<file path="src/rtl/iiel_pkg.sv">
// Package for the indexed insert/erase list.
// Holds request and status codes, the cell operation struct and the read-out group size.
// Depends on nothing; used by iiel_cell and indexed_insert_erase_list.
package iiel_pkg;

  typedef enum logic [1:0] {
    REQ_INSERT = 2'd0,
    REQ_ERASE  = 2'd1,
    REQ_READ   = 2'd2,
    REQ_NONE   = 2'd3
  } iiel_req_e;

  typedef enum logic [1:0] {
    ST_OK    = 2'd0,
    ST_RANGE = 2'd1,
    ST_FULL  = 2'd2,
    ST_SPARE = 2'd3
  } iiel_status_e;

  typedef struct packed {
    logic ins;
    logic ers;
    logic rd;
  } iiel_op_t;

  localparam int unsigned GROUP_SIZE = 32;

endpackage

</file>
<file path="src/rtl/iiel_cell.sv">
// One cell of the list: holds a single entry and trades it with its neighbors.
// Depends on iiel_pkg for the operation struct.
module iiel_cell #(
  parameter int unsigned WORD_BITS = 32,
  parameter int unsigned IW        = 6
) (
  input  logic                 clk_i,
  input  iiel_pkg::iiel_op_t   op_i,
  input  logic [IW-1:0]        idx_i,
  input  logic [IW-1:0]        pos_i,
  input  logic [WORD_BITS-1:0] word_i,
  input  logic [WORD_BITS-1:0] left_i,
  input  logic [WORD_BITS-1:0] right_i,
  output logic [WORD_BITS-1:0] data_o,
  output logic [WORD_BITS-1:0] rd_o
);
  import iiel_pkg::*;

  logic [WORD_BITS-1:0] data_q, data_d;
  logic                 above, at;

  assign above = idx_i > pos_i;
  assign at    = idx_i == pos_i;

  always_comb begin
    data_d = data_q;
    if (op_i.ins) begin
      if (above) begin
        data_d = left_i;
      end else if (at) begin
        data_d = word_i;
      end
    end else if (op_i.ers && (above || at)) begin
      data_d = right_i;
    end
  end

  always_ff @(posedge clk_i) begin
    data_q <= data_d;
  end

  assign data_o = data_q;
  assign rd_o   = (op_i.rd && at) ? data_q : '0;

endmodule

</file>
<file path="config.mk">
export PLATFORM = sky130hd
export DESIGN_NAME = iiel_cell
export DESIGN_NICKNAME = d
export VERILOG_FILES = /design/src/rtl/iiel_pkg.sv /design/src/rtl/iiel_cell.sv
export SDC_FILE = /design/constraint.sdc
export NUM_CORES = 1
export LEC_CHECK = 0
export BUFFER_PORTS_ARGS = -buffer_cell sky130_fd_sc_hd__clkbuf_2
export CAP_MARGIN = 20
export CORE_AREA = 2 2 81 83
export CTS_CLUSTER_SIZE = 40
export DETAILED_ROUTE_END_ITERATION = 10
export DIE_AREA = 0 0 83 85
export PLACE_DENSITY = 0.81
export RECOVER_POWER = 25
export SYNTH_ARGS = -nofsm -noshare
export SYNTH_HDL_FRONTEND = slang
export SYNTH_SLANG_ARGS = --single-unit
</file>
<file path="constraint.sdc">
create_clock -name clk_i -period 7.1 [get_ports clk_i]
set_clock_uncertainty 0.1 [all_clocks]
set_input_delay 1.065 -clock clk_i [delete_from_list [all_inputs] [get_ports clk_i]]
set_output_delay 1.065 -clock clk_i [all_outputs]
set_load 0.005 [all_outputs]
</file>
==> summary.txt <==
Flop pwr share -> 0.476
Post-Place Cell Area -> 0.00355 mm2
leak pwr -> 1.71 nW
RD Place Congestion -> 0.765
unrepaired setup endpoints after global routing -> no
clock-pin slew on the worst setup and hold paths -> 0.06 ns
Req. time, crit path -> 5.93 ns
# Post-CTS Setup Buffers -> 0
synth unique cells -> 20
Die ar. -> 0.00706 mm2
Post-DRT Antenna Nets -> 0
Net Switching -> 166 uW
Ant. Diodes -> 0
post-synthesis compound-gate area fraction -> 0.288
Resize count post-CTS -> 0
Logic pwr share -> 0.295
critical setup path kind -> primary input to output port
min-delay src -> word_i[11]
internal power -> 392 uW
Initial Util -> 0.445
Die H -> 85 um
clock power share -> 0.229
via/cell ratio -> 5.62
synthesized area -> 0.00276 mm2
Largest register FFs -> 32
Synth area leader -> edfxtp_1
startpoint class of the critical path -> primary input
layout cell share with drive strength beyond 1 -> 0.385
Die Width -> 83 um
CP startpoint -> pos_i[5]
initial antenna violation count -> 0
arrival time of the worst setup path -> 2.98 ns
core area -> 0.00620 mm2
final cycle utilization of the critical path -> 0.584
Crit Path Max Fanout -> 97
DRC Markers -> 0
CTS Buf Count -> 5
Worst slew margin -> 0.378
simple-gate share of the synthesized area -> 0.246
Ports -> 176
Hold Crit Class -> primary input to flop
fin area -> 0.00361 mm2
Syn Nets -> 435
Routed wire per std cell -> 14.3 um
outcome -> finished clean
grt total ovfl -> 0
Root Driver -> clkbuf_8
Fmax achieved -> 0.241 GHz
Routed WL -> 7730 um
Ys Warns -> 0
most used cells in the layout excluding fill and tap cells -> clkbuf_2 (162), nand2_1 (64), nor2b_1 (33)
first-pass GRT wire length -> 12,400 um
pwr/cell area -> 154 mW/mm2
crit end category -> output port
PortBufs -> 175
Mean Syn Cell Area -> 8.71 um2
Longest Clk Path Bufs -> 2
Hold-fix buffers, CTS -> 0
Setup TNS -> 0 ns
Gate Count Post-Synth -> 317
switching share of power -> 0.297
mux share of post-synthesis cell area -> 0
final core area utilization -> 0.583
commonest non-fill, non-tap cell in the layout -> clkbuf_2
Slew @ Worst Pin -> 0.933 ns
register area share after synthesis -> 0.348
DR vias -> 3,048
xor/xnor cell area share of the yosys netlist -> 0
Final Slew Violations -> 0
Iteration-0 DRC Markers -> 191
largest family of logic cells by synthesized area -> compound AO/OA/AOI/OAI gates
vias in the first global route -> 2,746
Adder-Cell Fraction of Synth Area -> 0.0272
Clock Sinks -> 32
WHS -> 1.04 ns
gr usage total -> 0.210
drt pass-1 iters -> 5
Yosys top cell area share -> 0.348
Setup-failing EPs final -> 0
hpwl dp -> 5310 um
Peak VDD IR -> 0.0000804 V
Layout Nets -> 583
CTS tree -> done
CTS H-Tree Depth -> 2
#FFs+latches synth -> 32
largest cells by area after synthesis -> edfxtp_1 (35%), a311o_1 (12%), nand2_1 (8.7%)
area delta synth->final -> 31.0%
Row Count -> 29
Final min period -> 4.14 ns
largest net degree at the start of global routing -> 98
max_cap viols -> 0
final hold vios -> 0
==> cell usage after synthesis <==
cell type and instances:
a21o_1 1, a21oi_2 1, a311o_1 32, a31oi_1 32, and3_1 32, and3_4 1, and4_4 1, buf_12 1
buf_2 7, buf_6 7, clkbuf_1 25, edfxtp_1 32, ha_1 6, inv_1 6, nand2_1 64, nand3_1 2
nor2b_1 33, o211ai_1 32, o21ai_2 1, o22a_1 1
==> logic make-up (layout without fill, tap and decap cells) <==
| group | after synthesis | in the layout |
|---|---|---|
| AO/OA/AOI/OAI | 100 | 100 |
| adder cells (fa/ha/maj) | 6 | 6 |
| AND/OR/NAND/NOR | 133 | 133 |
| buffers and inverters | 46 | 194 |
| flip-flops | 32 | 32 |
==> stage by stage <==
stage	instances	setup slack (ns)	power (mW)
after floorplan	317	3.62	0.354
after global placement	535	3.06	0.432
after detailed placement	535	3.01	0.438
after CTS	542	3.00	0.568
after global routing	542	2.83	0.595
final	542	2.96	0.558
==> layer usage <==
| metal | track usage | wire length, um | part of all wire | vias to the layer above |
|---|---|---|---|---|
| li1 | - | - | - | 1506 |
| met2 | 0.382 | 3900 | 0.50 | 148 |
| met4 | 0.0641 | 105 | 0.014 | 0 |
| met3 | 0.0418 | 547 | 0.071 | 8 |
| met5 | 0 | 0 | 0 | - |
| met1 | 0.252 | 3180 | 0.41 | 1386 |
==> power groups by stage <==
| stage | combinational, mW | sequential, mW | clock (mW) |
|---|---|---|---|
| 2_1_floorplan | 0.0848 | 0.269 | 0 |
| 3_3_place_gp | 0.163 | 0.268 | 0 |
| 3_5_place_dp | 0.168 | 0.269 | 0 |
| 5_1_grt | 0.183 | 0.270 | 0.143 |
| 6_report | 0.165 | 0.266 | 0.128 |
| 4_1_cts | 0.169 | 0.266 | 0.134 |
==> layout make-up <==
cell class	count	area (um2)
fill	570	2590
clock inverter	1	5.00
clock buffer	6	72.6
timing repair buffer	181	908
multi-input combinational	239	1550
sequential	32	961
tap	77	96.3
inverter	6	22.5
==> worst paths after layout <==
path / cells past startpoint / end / slack, ns
setup / recovery: 7 / rd_o[3] / 2.96
hold / removal: 3 / data_o[11]$_DFFE_PP_ / 1.04
==> worst max-delay path, stage by stage <==
cell and delay, ns:
clkbuf_2 0.07, inv_1 0.03, ha_1 0.33, and4_4 0.25, and3_4 0.78, and3_1 0.26, clkbuf_2 0.11
Power figures use the tool's default switching activity.
